### src/cfc_pkg.sv
`default_nettype none

package cfc_pkg;

    localparam logic [31:0] CRC_POLY = 32'hEDB8_8320;
    localparam logic [31:0] CRC_INIT = 32'hFFFF_FFFF;

    localparam logic [31:0] FRAME_MAGIC_RESET = 32'h0000_0000;
    localparam logic [15:0] LEN_LIMIT_RESET   = 16'd1024;

    // Configuration register indexes
    localparam logic CFG_FRAME_MAGIC = 1'b0;
    localparam logic CFG_LEN_LIMIT   = 1'b1;

    // Frame status codes
    localparam logic [1:0] STATUS_OK        = 2'd0;
    localparam logic [1:0] STATUS_BAD_MAGIC = 2'd1;
    localparam logic [1:0] STATUS_BAD_LEN   = 2'd2;
    localparam logic [1:0] STATUS_BAD_CRC   = 2'd3;

    typedef enum logic [2:0] {
        PH_IDLE    = 3'd0,
        PH_MAGIC   = 3'd1,
        PH_LEN     = 3'd2,
        PH_PAYLOAD = 3'd3,
        PH_CRC     = 3'd4,
        PH_DROP    = 3'd5
    } phase_t;

    typedef struct packed {
        logic [7:0] data_byte;
        logic       frame_start;
    } in_item_t;

    typedef struct packed {
        logic       is_status;
        logic [7:0] payload_byte;
        logic [1:0] frame_status;
        logic       last;
    } out_item_t;

    typedef struct packed {
        logic [31:0] frame_magic;
        logic [15:0] len_limit;
    } cfg_t;

    typedef struct packed {
        logic      valid;
        out_item_t item;
    } result_t;

endpackage

`default_nettype wire

### src/cfc_crc_update.sv
`default_nettype none

module cfc_crc_update (
    input  wire logic [31:0] crc_in,
    input  wire logic [7:0]  data_in,
    output logic      [31:0] crc_out
);

    logic [31:0] c;

    // Eight reflected bit steps, flattened into one XOR network
    always_comb begin
        c = crc_in ^ {24'd0, data_in};
        for (int k = 0; k < 8; k++) begin
            c = c[0] ? ((c >> 1) ^ cfc_pkg::CRC_POLY) : (c >> 1);
        end
        crc_out = c;
    end

endmodule

`default_nettype wire

### src/cfc_frame_fsm.sv
`default_nettype none

module cfc_frame_fsm #(
    parameter int PAYLOAD_LIMIT = 65535
) (
    input  wire logic             aclk,
    input  wire logic             aresetn,
    input  wire logic             step,
    input  wire cfc_pkg::in_item_t in_item,
    input  wire cfc_pkg::cfg_t     cfg,
    output cfc_pkg::result_t       result
);

    localparam int CNT_W = $clog2(PAYLOAD_LIMIT + 1);
    localparam logic [31:0] LIMIT_32 = 32'(PAYLOAD_LIMIT);

    cfc_pkg::phase_t phase_reg, phase_next, eff_phase;
    logic [1:0]       wcnt_reg, wcnt_next, eff_wcnt;
    logic [CNT_W-1:0] pcnt_reg, pcnt_next, eff_pcnt, pcnt_inc;
    logic [CNT_W-1:0] len_reg, len_next;
    logic [31:0]      word_reg, word_next, eff_word, word_new;
    logic [31:0]      crc_reg, crc_next, eff_crc, crc_new;
    logic [31:0]      limit;
    logic             word_done;
    logic             magic_ok;
    logic             len_bad;

    // A start marker restarts the frame with this very byte
    assign eff_phase = in_item.frame_start ? cfc_pkg::PH_MAGIC : phase_reg;
    assign eff_wcnt  = in_item.frame_start ? 2'd0 : wcnt_reg;
    assign eff_pcnt  = in_item.frame_start ? '0 : pcnt_reg;
    assign eff_word  = in_item.frame_start ? 32'd0 : word_reg;
    assign eff_crc   = in_item.frame_start ? cfc_pkg::CRC_INIT : crc_reg;

    assign word_new  = {in_item.data_byte, eff_word[31:8]};
    assign word_done = (eff_wcnt == 2'd3);
    assign pcnt_inc  = eff_pcnt + 1'b1;
    assign magic_ok  = (word_new == cfg.frame_magic);
    assign limit     = ({16'd0, cfg.len_limit} > LIMIT_32) ? LIMIT_32
                                                          : {16'd0, cfg.len_limit};
    assign len_bad   = (word_new > limit);

    cfc_crc_update u_crc (
        .crc_in  (eff_crc),
        .data_in (in_item.data_byte),
        .crc_out (crc_new)
    );

    // Next state and datapath
    always_comb begin
        phase_next = phase_reg;
        wcnt_next  = wcnt_reg;
        pcnt_next  = pcnt_reg;
        len_next   = len_reg;
        word_next  = word_reg;
        crc_next   = crc_reg;
        if (step) begin
            phase_next = eff_phase;
            wcnt_next  = eff_wcnt;
            pcnt_next  = eff_pcnt;
            word_next  = eff_word;
            crc_next   = eff_crc;
            unique case (eff_phase)
                cfc_pkg::PH_MAGIC, cfc_pkg::PH_LEN, cfc_pkg::PH_CRC: begin
                    word_next = word_new;
                    wcnt_next = eff_wcnt + 2'd1;
                    if (word_done) begin
                        priority if (eff_phase == cfc_pkg::PH_MAGIC) begin
                            phase_next = magic_ok ? cfc_pkg::PH_LEN : cfc_pkg::PH_DROP;
                        end else if (eff_phase == cfc_pkg::PH_LEN) begin
                            len_next = word_new[CNT_W-1:0];
                            if (len_bad) begin
                                phase_next = cfc_pkg::PH_DROP;
                            end else if (word_new == 32'd0) begin
                                phase_next = cfc_pkg::PH_CRC;
                            end else begin
                                phase_next = cfc_pkg::PH_PAYLOAD;
                            end
                        end else begin
                            phase_next = cfc_pkg::PH_IDLE;
                        end
                    end
                end
                cfc_pkg::PH_PAYLOAD: begin
                    crc_next  = crc_new;
                    pcnt_next = pcnt_inc;
                    if (pcnt_inc >= len_reg) begin
                        pcnt_next  = '0;
                        wcnt_next  = 2'd0;
                        word_next  = 32'd0;
                        phase_next = cfc_pkg::PH_CRC;
                    end
                end
                default: begin
                end
            endcase
        end
    end

    // Results
    always_comb begin
        result.valid             = 1'b0;
        result.item.is_status    = 1'b0;
        result.item.payload_byte = 8'd0;
        result.item.frame_status = cfc_pkg::STATUS_OK;
        result.item.last         = 1'b0;
        if (step) begin
            unique case (eff_phase)
                cfc_pkg::PH_MAGIC: begin
                    if (word_done && !magic_ok) begin
                        result.valid             = 1'b1;
                        result.item.is_status    = 1'b1;
                        result.item.frame_status = cfc_pkg::STATUS_BAD_MAGIC;
                        result.item.last         = 1'b1;
                    end
                end
                cfc_pkg::PH_LEN: begin
                    if (word_done && len_bad) begin
                        result.valid             = 1'b1;
                        result.item.is_status    = 1'b1;
                        result.item.frame_status = cfc_pkg::STATUS_BAD_LEN;
                        result.item.last         = 1'b1;
                    end
                end
                cfc_pkg::PH_CRC: begin
                    if (word_done) begin
                        result.valid             = 1'b1;
                        result.item.is_status    = 1'b1;
                        result.item.frame_status = (word_new == ~eff_crc)
                                                   ? cfc_pkg::STATUS_OK
                                                   : cfc_pkg::STATUS_BAD_CRC;
                        result.item.last         = 1'b1;
                    end
                end
                cfc_pkg::PH_PAYLOAD: begin
                    result.valid             = 1'b1;
                    result.item.payload_byte = in_item.data_byte;
                end
                default: begin
                end
            endcase
        end
    end

    always_ff @(posedge aclk) begin
        if (!aresetn) begin
            phase_reg <= cfc_pkg::PH_IDLE;
            wcnt_reg  <= 2'd0;
            pcnt_reg  <= '0;
            len_reg   <= '0;
            word_reg  <= 32'd0;
            crc_reg   <= cfc_pkg::CRC_INIT;
        end else begin
            phase_reg <= phase_next;
            wcnt_reg  <= wcnt_next;
            pcnt_reg  <= pcnt_next;
            len_reg   <= len_next;
            word_reg  <= word_next;
            crc_reg   <= crc_next;
        end
    end

endmodule

`default_nettype wire

### src/cfc_out_stage.sv
`default_nettype none

module cfc_out_stage (
    input  wire logic              aclk,
    input  wire logic              aresetn,
    input  wire cfc_pkg::result_t  push,
    output logic                   can_take,
    output logic                   m_valid,
    input  wire logic              m_ready,
    output cfc_pkg::out_item_t     m_item
);

    logic               valid_reg;
    cfc_pkg::out_item_t item_reg;

    // Free when empty or when the held item leaves this cycle
    assign can_take = !valid_reg || m_ready;
    assign m_valid  = valid_reg;
    assign m_item   = item_reg;

    always_ff @(posedge aclk) begin
        if (!aresetn) begin
            valid_reg <= 1'b0;
        end else if (can_take) begin
            valid_reg <= push.valid;
        end
    end

    always_ff @(posedge aclk) begin
        if (can_take && push.valid) begin
            item_reg <= push.item;
        end
    end

endmodule

`default_nettype wire

### src/crc32_frame_checker_core.sv
// Length-prefixed frame checker with CRC-32.
// Input channel (s_valid/s_ready/s_item): one stream byte per item; frame_start
// marks the first magic byte of a frame and abandons any frame in progress.
// Frame layout: 4-byte magic, 4-byte length, payload, 4-byte CRC-32 over the
// payload, all little-endian.
// Result channel (m_valid/m_ready/m_item): one item per payload byte
// (is_status = 0), and one status item with last = 1 at frame end: ok, bad
// magic, bad length (above min(len_limit, PAYLOAD_LIMIT)) or CRC error.
// Bytes while idle or after an early error produce no item.
// Config channel (cfg_valid/cfg_ready/cfg_index/cfg_data): index 0 frame_magic,
// index 1 len_limit; always ready, write only while idle.
// Throughput: one byte per cycle unless stalled. Latency: a result appears on
// m_valid the cycle after its byte is accepted; the byte-wide CRC update and
// the frame parser settle between the parser state and the output register.
// Reset (aresetn low, synchronous) goes idle, empties the output register and
// loads frame_magic = 0, len_limit = 1024.
// A stalled receiver holds its item; s_ready drops until m_ready returns.
`default_nettype none

module crc32_frame_checker_core #(
    parameter int PAYLOAD_LIMIT = 65535
) (
    input  wire logic               aclk,
    input  wire logic               aresetn,
    input  wire logic               s_valid,
    output logic                    s_ready,
    input  wire cfc_pkg::in_item_t  s_item,
    output logic                    m_valid,
    input  wire logic               m_ready,
    output cfc_pkg::out_item_t      m_item,
    input  wire logic               cfg_valid,
    output logic                    cfg_ready,
    input  wire logic               cfg_index,
    input  wire logic [31:0]        cfg_data
);

    cfc_pkg::cfg_t    cfg_reg;
    cfc_pkg::result_t result;
    logic             can_take;
    logic             step;

    assign cfg_ready = 1'b1;
    assign s_ready   = can_take;
    assign step      = s_valid && can_take;

    always_ff @(posedge aclk) begin
        if (!aresetn) begin
            cfg_reg.frame_magic <= cfc_pkg::FRAME_MAGIC_RESET;
            cfg_reg.len_limit   <= cfc_pkg::LEN_LIMIT_RESET;
        end else if (cfg_valid && cfg_ready) begin
            unique case (cfg_index)
                cfc_pkg::CFG_FRAME_MAGIC: cfg_reg.frame_magic <= cfg_data;
                cfc_pkg::CFG_LEN_LIMIT:   cfg_reg.len_limit   <= cfg_data[15:0];
                default: begin
                end
            endcase
        end
    end

    cfc_frame_fsm #(
        .PAYLOAD_LIMIT (PAYLOAD_LIMIT)
    ) u_fsm (
        .aclk    (aclk),
        .aresetn (aresetn),
        .step    (step),
        .in_item (s_item),
        .cfg     (cfg_reg),
        .result  (result)
    );

    cfc_out_stage u_out (
        .aclk     (aclk),
        .aresetn  (aresetn),
        .push     (result),
        .can_take (can_take),
        .m_valid  (m_valid),
        .m_ready  (m_ready),
        .m_item   (m_item)
    );

endmodule

`default_nettype wire

### config.mk
export PLATFORM = sky130hd
export DESIGN_NAME = crc32_frame_checker_core
export DESIGN_NICKNAME = d
export VERILOG_FILES = /design/src/cfc_pkg.sv /design/src/cfc_crc_update.sv /design/src/cfc_frame_fsm.sv /design/src/cfc_out_stage.sv /design/src/crc32_frame_checker_core.sv
export SDC_FILE = /design/constraint.sdc
export NUM_CORES = 1
export LEC_CHECK = 0
export BUFFER_PORTS_ARGS = -buffer_cell sky130_fd_sc_hd__buf_2
export CORE_AREA = 2 2 154 156
export CTS_BUF_LIST = sky130_fd_sc_hd__clkbuf_8
export DETAILED_ROUTE_END_ITERATION = 10
export DIE_AREA = 0 0 156 158
export PLACE_DENSITY = 0.69
export SKIP_CTS_REPAIR_TIMING = 1
export SLEW_MARGIN = 15
export SYNTH_ARGS = -nofsm -noshare
export SYNTH_HDL_FRONTEND = slang
export SYNTH_SLANG_ARGS = --single-unit
### constraint.sdc
create_clock -name aclk -period 4.1 [get_ports aclk]
set_input_delay 0.615 -clock aclk [delete_from_list [all_inputs] [get_ports aclk]]
set_output_delay 0.615 -clock aclk [all_outputs]
set_load 0.1 [all_outputs]
# Word level (Yosys, flattened, before mapping)
# Cells that the tools add are included.
op_classes:
  n_addsub: 2
  multipliers: 0
  div_mod_pow: 0
  order_cmp: 2
  eq_ne: 7
  n_shift: 0
  n_mux: 40
  n_bitwise: 12
  reduce_logical: 13
ops:
  columns: ["cell", "count"]
  rows:
  - ["32-bit 2-to-1 mux", 12]
  - ["13-bit NOT with 14-bit output", 8]
  - ["32-bit equality test", 2]
  - ["32-bit case mux with 2 select lines", 1]
  - ["16-bit 2-to-1 mux", 3]
  - ["32-bit by 16-bit > comparator with 1-bit output", 1]
  - ["32-bit logical NOT", 1]
  - ["32-bit NOT", 1]
  - ["32-bit by 8-bit bitwise XOR with 32-bit output", 1]
  - ["3-bit 2-to-1 mux", 10]
  - ["16-bit by 1-bit adder with 16-bit output (second input constant)", 1]
  - ["16-bit >= comparator", 1]
  - ["2-bit 2-to-1 mux", 7]
  - ["13-bit 2-to-1 mux", 1]
  - ["3-bit case mux with 3 select lines", 1]
  - ["8-bit 2-to-1 mux", 1]
  - ["3-bit by 2-bit equality test with 1-bit output (second input constant)", 2]
  - ["3-bit case mux with 2 select lines", 1]
  - ["2-bit AND reduction", 3]
  - ["5-bit AND reduction", 1]
  - ["1-bit logical AND", 4]
  - ["1-bit case mux with 4 select lines", 1]
  - ["2-bit case mux with 2 select lines", 1]
  - ["3-bit by 1-bit equality test with 1-bit output (second input constant)", 1]
  - ["other kinds (8)", 10]
totals:
  regBits: 162
  latch_bits: 0
  ramBits: 0
  romBits: 0
  input_bits: 47
  output_inout_bits: 15
  wordCells: 89
  n_memories: 0

# Logic depth before layout (Yosys ltp)
depth:
  ltp_word: 19
  depth_mapped: 22
  mapped_depth_nobuf: 15

# Hierarchy
# From an unflattened synthesis, not the netlist that was laid out.
hier_totals:
  hier_cells: 1115
  area_unflattened_um2: 9495.4
by_module_without_submodules:
  columns: ["module", "n_inst", "cells_each", "area_per_inst_um2", "seq_area_each_um2"]
  rows:
  - ["cfc_frame_fsm", 1, 831, 6432.4, 1861.8]
  - ["crc32_frame_checker_core", 1, 197, 1931.9, 960.9]
  - ["cfc_crc_update", 1, 70, 713.2, 0.0]
  - ["cfc_out_stage", 1, 17, 417.9, 380.4]

# Least setup slack after synthesis
# No wires, ideal clock.
synth_path:
  path_kind: "input-to-reg"
  start: "input port s_item[0] in the netlist's numbering"
  end: "register u_fsm.word_reg[30]"
  setup_time_ps: 128
  arrival_ps: 4229
  required_ps: 3972
  path_slack_ps: -256
  path_stages: 22
  path_buffers: 7
  cell_sequence: "buf_6 -> buf_2 -> buf_2 -> buf_2 -> buf_2 -> buf_1 -> nor2b_1 -> ha_1 -> and3_4 -> nand4_1 -> nor2_1 -> xnor2_1 -> nor2_1 -> ha_1 -> nand4_1 -> a211o_1 -> o211ai_1 -> a21oi_1 -> a211o_1 -> buf_2 -> a22oi_1 -> nor2_1"
synth_via:
  elab_chain_cells: 5
  elab_cells_between_ends: 12
  cone_classes: "add/sub (1); order compare (1); eq/ne (4); mux (5); reduce/logical (1)"
synth_lines:
  columns: ["item", "line", "source"]
  rows:
  - ["start: declaration", "crc32_frame_checker_core.sv:27", "input wire cfc_pkg::in_item_t s_item,"]
  - ["16-bit 2-to-1 mux", "cfc_frame_fsm.sv:31", "assign eff_pcnt = in_item.frame_start ? '0 : pcnt_reg;"]
  - ["16-bit by 1-bit adder with 16-bit output", "cfc_frame_fsm.sv:37", "assign pcnt_inc = eff_pcnt + 1'b1;"]
  - ["16-bit >= comparator", "cfc_frame_fsm.sv:87", "if (pcnt_inc >= len_reg) begin"]
  - ["32-bit 2-to-1 mux", "cfc_frame_fsm.sv:87", null]
  - ["32-bit case mux with 2 select lines *", "cfc_frame_fsm.sv:63", "unique case (eff_phase)"]
  - ["end signal: assignment", "cfc_frame_fsm.sv:158", "word_reg <= word_next;"]
  - ["end: declaration", "cfc_frame_fsm.sv:21", "logic [31:0] word_reg, word_next, eff_word, word_new;"]
# Mark *: on every way between the ends. The rest lies on a longest branch, timed or not.
# A chain may end at the register's enable or synchronous reset.

# Final worst setup path
layout_path:
  start: "register u_fsm.pcnt_reg[2]"
  end: "register u_fsm.pcnt_reg[0]"
layout_via:
  elab_chain_cells: 5
layout_lines:
  columns: ["item", "line", "source"]
  rows:
  - ["start: declaration", "cfc_frame_fsm.sv:19", "logic [CNT_W-1:0] pcnt_reg, pcnt_next, eff_pcnt, pcnt_inc;"]
  - ["start signal: assignment", "cfc_frame_fsm.sv:156", "pcnt_reg <= pcnt_next;"]
  - ["16-bit 2-to-1 mux", "cfc_frame_fsm.sv:31", null]
  - ["16-bit by 1-bit adder with 16-bit output", "cfc_frame_fsm.sv:37", null]
  - ["16-bit >= comparator", "cfc_frame_fsm.sv:87", null]
  - ["16-bit 2-to-1 mux", "cfc_frame_fsm.sv:87", null]
  - ["16-bit 2-to-1 mux", "cfc_frame_fsm.sv:63", null]
# Every way passes these cells.

==> results.md <==
* Synth Area in Compound Gates at 18.0%
* Syn avg cell area at 8.03 um^2
* Routed Antenna Nets at 0
* Max H-tree Level at 4
* IO Count at 62
* Worst r2r dst: u_fsm.pcnt_reg[0]
* Die area at 24600 um^2
* FF-to-FF path depth at 13
* Critical path arrival at 3.93 ns
* Post-route minimum period at 3.55 ns
* Final Hold Viols at 0
* Root buf cell: clkbuf_8
* Synth warnings at 0
* DP Wirelength at 18000 um
* Post-DR vias/cell at 5.54
* Syn Inst Count at 1122
* Die width at 156 um
* R2R Setup Slk at 0.55 ns
* Drt first pass iters at 7
* Reg-to-reg startpoint: u_fsm.pcnt_reg[2]
* Routability Congestion at 0.906
* Port buffer count at 60
* Element type at the critical path end: flop
* Pleak at 3.60 nW
* Clock-pin slew on the worst setup and hold paths at 0.09 ns
* Slew HR at 33.9%
* Largest net degree at the start of global routing at 76
* Pwr dens at 326 nW/um^2
* Vias in the first global route at 7349
* Nets@finish at 1221
* Slew Limit Fails at 0
* Tightest Hold Check Type: input pin to flop
* EDFF count, synth at 11
* CTS Buf Count at 17
* Mean routed wirelength per cell at 17.2 um
* VDD IR max at 0.180 mV
* Syn nets at 1202
* Final Instance Count excl. Fillers at 1442
* CP required at 4.48 ns
* Post-synthesis adder-cell area fraction at 4.58%
* Core footprint at 23100 um^2
* Post-Route WL at 24900 um
* Setup tns final at 0 ns
* PnR worst setup slack at 0.552 ns
* Die Height at 158 um
* # clock sinks at 153
* TritonCTS clock tree: done
* Grt total ovfl at 0
* F_max at 282 MHz
* Cell Area, Synth at 9010 um^2
* Crit path launch type: flop
* Initial Util at 39.1%
* Slew at the pin closest to its max-slew limit at 0.983 ns
* Crit-path max FO at 13
* Place WS at 0.193 ns
* Unique cell type count in the Yosys netlist at 75
* Max FFs per register at 48
* Max Root-Sink Buffers at 2
* Clock Latency Late Sink at 0.47 ns
* Worst Skew at 0.0151 ns
* Number of fill cells in the layout at 2290
* Outcome: completed
* # DRC at 0
* Initial detailed-routing violation count at 773
* First-pass GRT wire length at 39700 um
* Post-Synth XOR/XNOR Area at 13.1%
* Hold Crit Endpoint: cfg_reg[46]
* Tcrit/Tclk final at 86.5%
* N_diodes at 0
* Top FF cell, synth: dfxtp_1
* Dpl cells at 1412
* Sequential area share after synthesis at 35.2%
* Total track usage at 20.6%
* Initial antenna violation count at 0
* RSZ-0062 raised after global routing: false
* Layout cells sized above 1 at 11.6%
* Asr flop ratio synth at 0%
* Post-synthesis mux area share at 0.902%
* Crit Path Category: flop to flop
* Max Cap Viol at 0
* # setup viols final at 0
* Layout overhead on the synthesized area at 9.95%
* Total number of vias at 7983
* Num rows at 56
* Min-delay src: cfg_data[30]
* FF+latch count, synth at 153
* Worst Hold Depth at 3
* Main combinational cell family by area after synthesis: simple AND/OR/NAND/NOR gates
* Post-Synth Simple-Gate Area at 22.4%
-- critical path, cell delays in order (launching register included) --
cell,delay (ns)
dfxtp_1,0.42
and4b_1,0.27
and4_4,0.27
nand3_4,0.11
or4_1,0.54
a21oi_2,0.18
ha_1,0.27
a21oi_1,0.16
o21a_1,0.13
o211ai_1,0.09
a21oi_2,0.23
and3_1,0.51
nor2_1,0.08
a211oi_1,0.21
-- report_power, final --
part / total [mW] / switching, mW / internal, mW
sequential: 1.57 / 0.0391 / 1.53
combinational: 0.454 / 0.271 / 0.183
clock: 1.21 / 0.596 / 0.611
total: 3.23 / 0.906 / 2.32
-- synth_stat cells (4+ instances only) --
cell type / instances / share of area [%]
dfxtp_1: 142 / 32
o32ai_1: 4 / 0.39
xnor2_2: 4 / 0.72
clkbuf_1: 42 / 1.7
nand2b_1: 14 / 0.97
edfxtp_1: 11 / 3.7
and2_1: 10 / 0.69
o22ai_1: 31 / 2.2
or4_1: 5 / 0.42
mux2i_1: 7 / 0.78
nand3_1: 18 / 1.0
and4_1: 5 / 0.49
a211oi_1: 5 / 0.42
a22oi_1: 41 / 3.4
o21ai_0: 28 / 1.6
buf_2: 28 / 1.6
xor2_1: 34 / 3.3
nor2b_1: 31 / 2.2
inv_1: 43 / 1.8
o211ai_1: 7 / 0.58
nor3_1: 7 / 0.39
a31oi_1: 14 / 0.97
nand2_1: 174 / 7.2
buf_4: 4 / 0.33
nand4_1: 8 / 0.56
a21oi_1: 84 / 4.7
nor4_1: 6 / 0.42
nor2_1: 117 / 4.9
xnor2_1: 82 / 8.0
ha_1: 33 / 4.6
o22a_1: 6 / 0.58
nor4bb_1: 8 / 0.89
and3_1: 4 / 0.28
-- layer usage --
metal | vias to the layer above | track usage [%] | share of wire (%)
met4 | 0 | 8.13 | 2.6
met2 | 293 | 32.7 | 45
met5 | - | 0 | 0
met1 | 3737 | 27.6 | 46
met3 | 46 | 3.89 | 6.0
li1 | 3907 | - | -
-- worst max-delay path by stage --
stage          slack, ns                  to              start
2_1_floorplan       0.02  u_fsm.word_reg[30]          s_item[0]
3_3_place_gp        0.27   u_fsm.pcnt_reg[0]          s_item[0]
3_5_place_dp        0.19   u_fsm.pcnt_reg[0]          s_item[0]
4_1_cts             0.55   u_fsm.pcnt_reg[0]  u_fsm.pcnt_reg[2]
5_1_grt             0.27   u_fsm.pcnt_reg[6]  u_fsm.pcnt_reg[2]
6_report            0.55   u_fsm.pcnt_reg[0]  u_fsm.pcnt_reg[2]
-- metrics by stage --
stage | power (mW) | area [um^2] | hold WS (ns) | utilization [%]
after detailed placement | 2.05 | 9510 | 0.447 | 41.2
after floorplan | 1.94 | 9050 | 0.436 | -
final | 3.23 | 9910 | 0.375 | 43.0
after CTS | 3.24 | 9900 | 0.353 | 43.0
after global placement | 2.04 | 9510 | 0.444 | 41.2
after global routing | 3.35 | 9910 | 0.376 | 43.0
-- area by class of cell --
cell class	count	area [um^2]	share of cell area [%]
sequential	153	3170	32.0
clock buffer	18	248	2.50
timing repair buffer	78	463	4.67
inverter	44	165	1.67
multi-input combinational	847	5350	54.0
tap	290	363	3.66
clock inverter	12	151	1.53
-- cells in the final DEF, fill, tap and decap left out, types with 4 or more instances in the layout --
cell type  netlist  layout
a211oi_1         5       5
a21oi_1         84      82
a22oi_1         41      41
a31oi_1         14      14
and2_1          10      10
and3_1           4       4
and4_1           5       5
buf_2           28      59
buf_4            4      17
clkbuf_8         0      18
dfxtp_1        142     142
edfxtp_1        11      11
ha_1            33      32
inv_1           43      45
mux2i_1          7       7
nand2_1        174     174
nand2b_1        14      13
nand3_1         18      18
nand4_1          8       8
nor2_1         117     117
nor2b_1         31      29
nor3_1           7       7
nor4_1           6       6
nor4bb_1         8       8
o211ai_1         7       7
o21ai_0         28      28
o22a_1           6       6
o22ai_1         31      31
o32ai_1          4       4
or4_1            5       5
xnor2_1         82      82
xnor2_2          4       4
xor2_1          34      34
-- logic make-up (layout without fill, tap and decap cells) --
kind of cell / count (synthesis) / after routing
and+or+nand+nor: 427 / 427
AOI/OAI and AO/OA: 254 / 254
DFF: 153 / 153
xor gates and xnor gates: 124 / 124
buffers and inverters: 122 / 152
adders and majority gates: 33 / 33
muxes: 8 / 8
other: 1 / 1
Power figures use the tool's default switching activity.
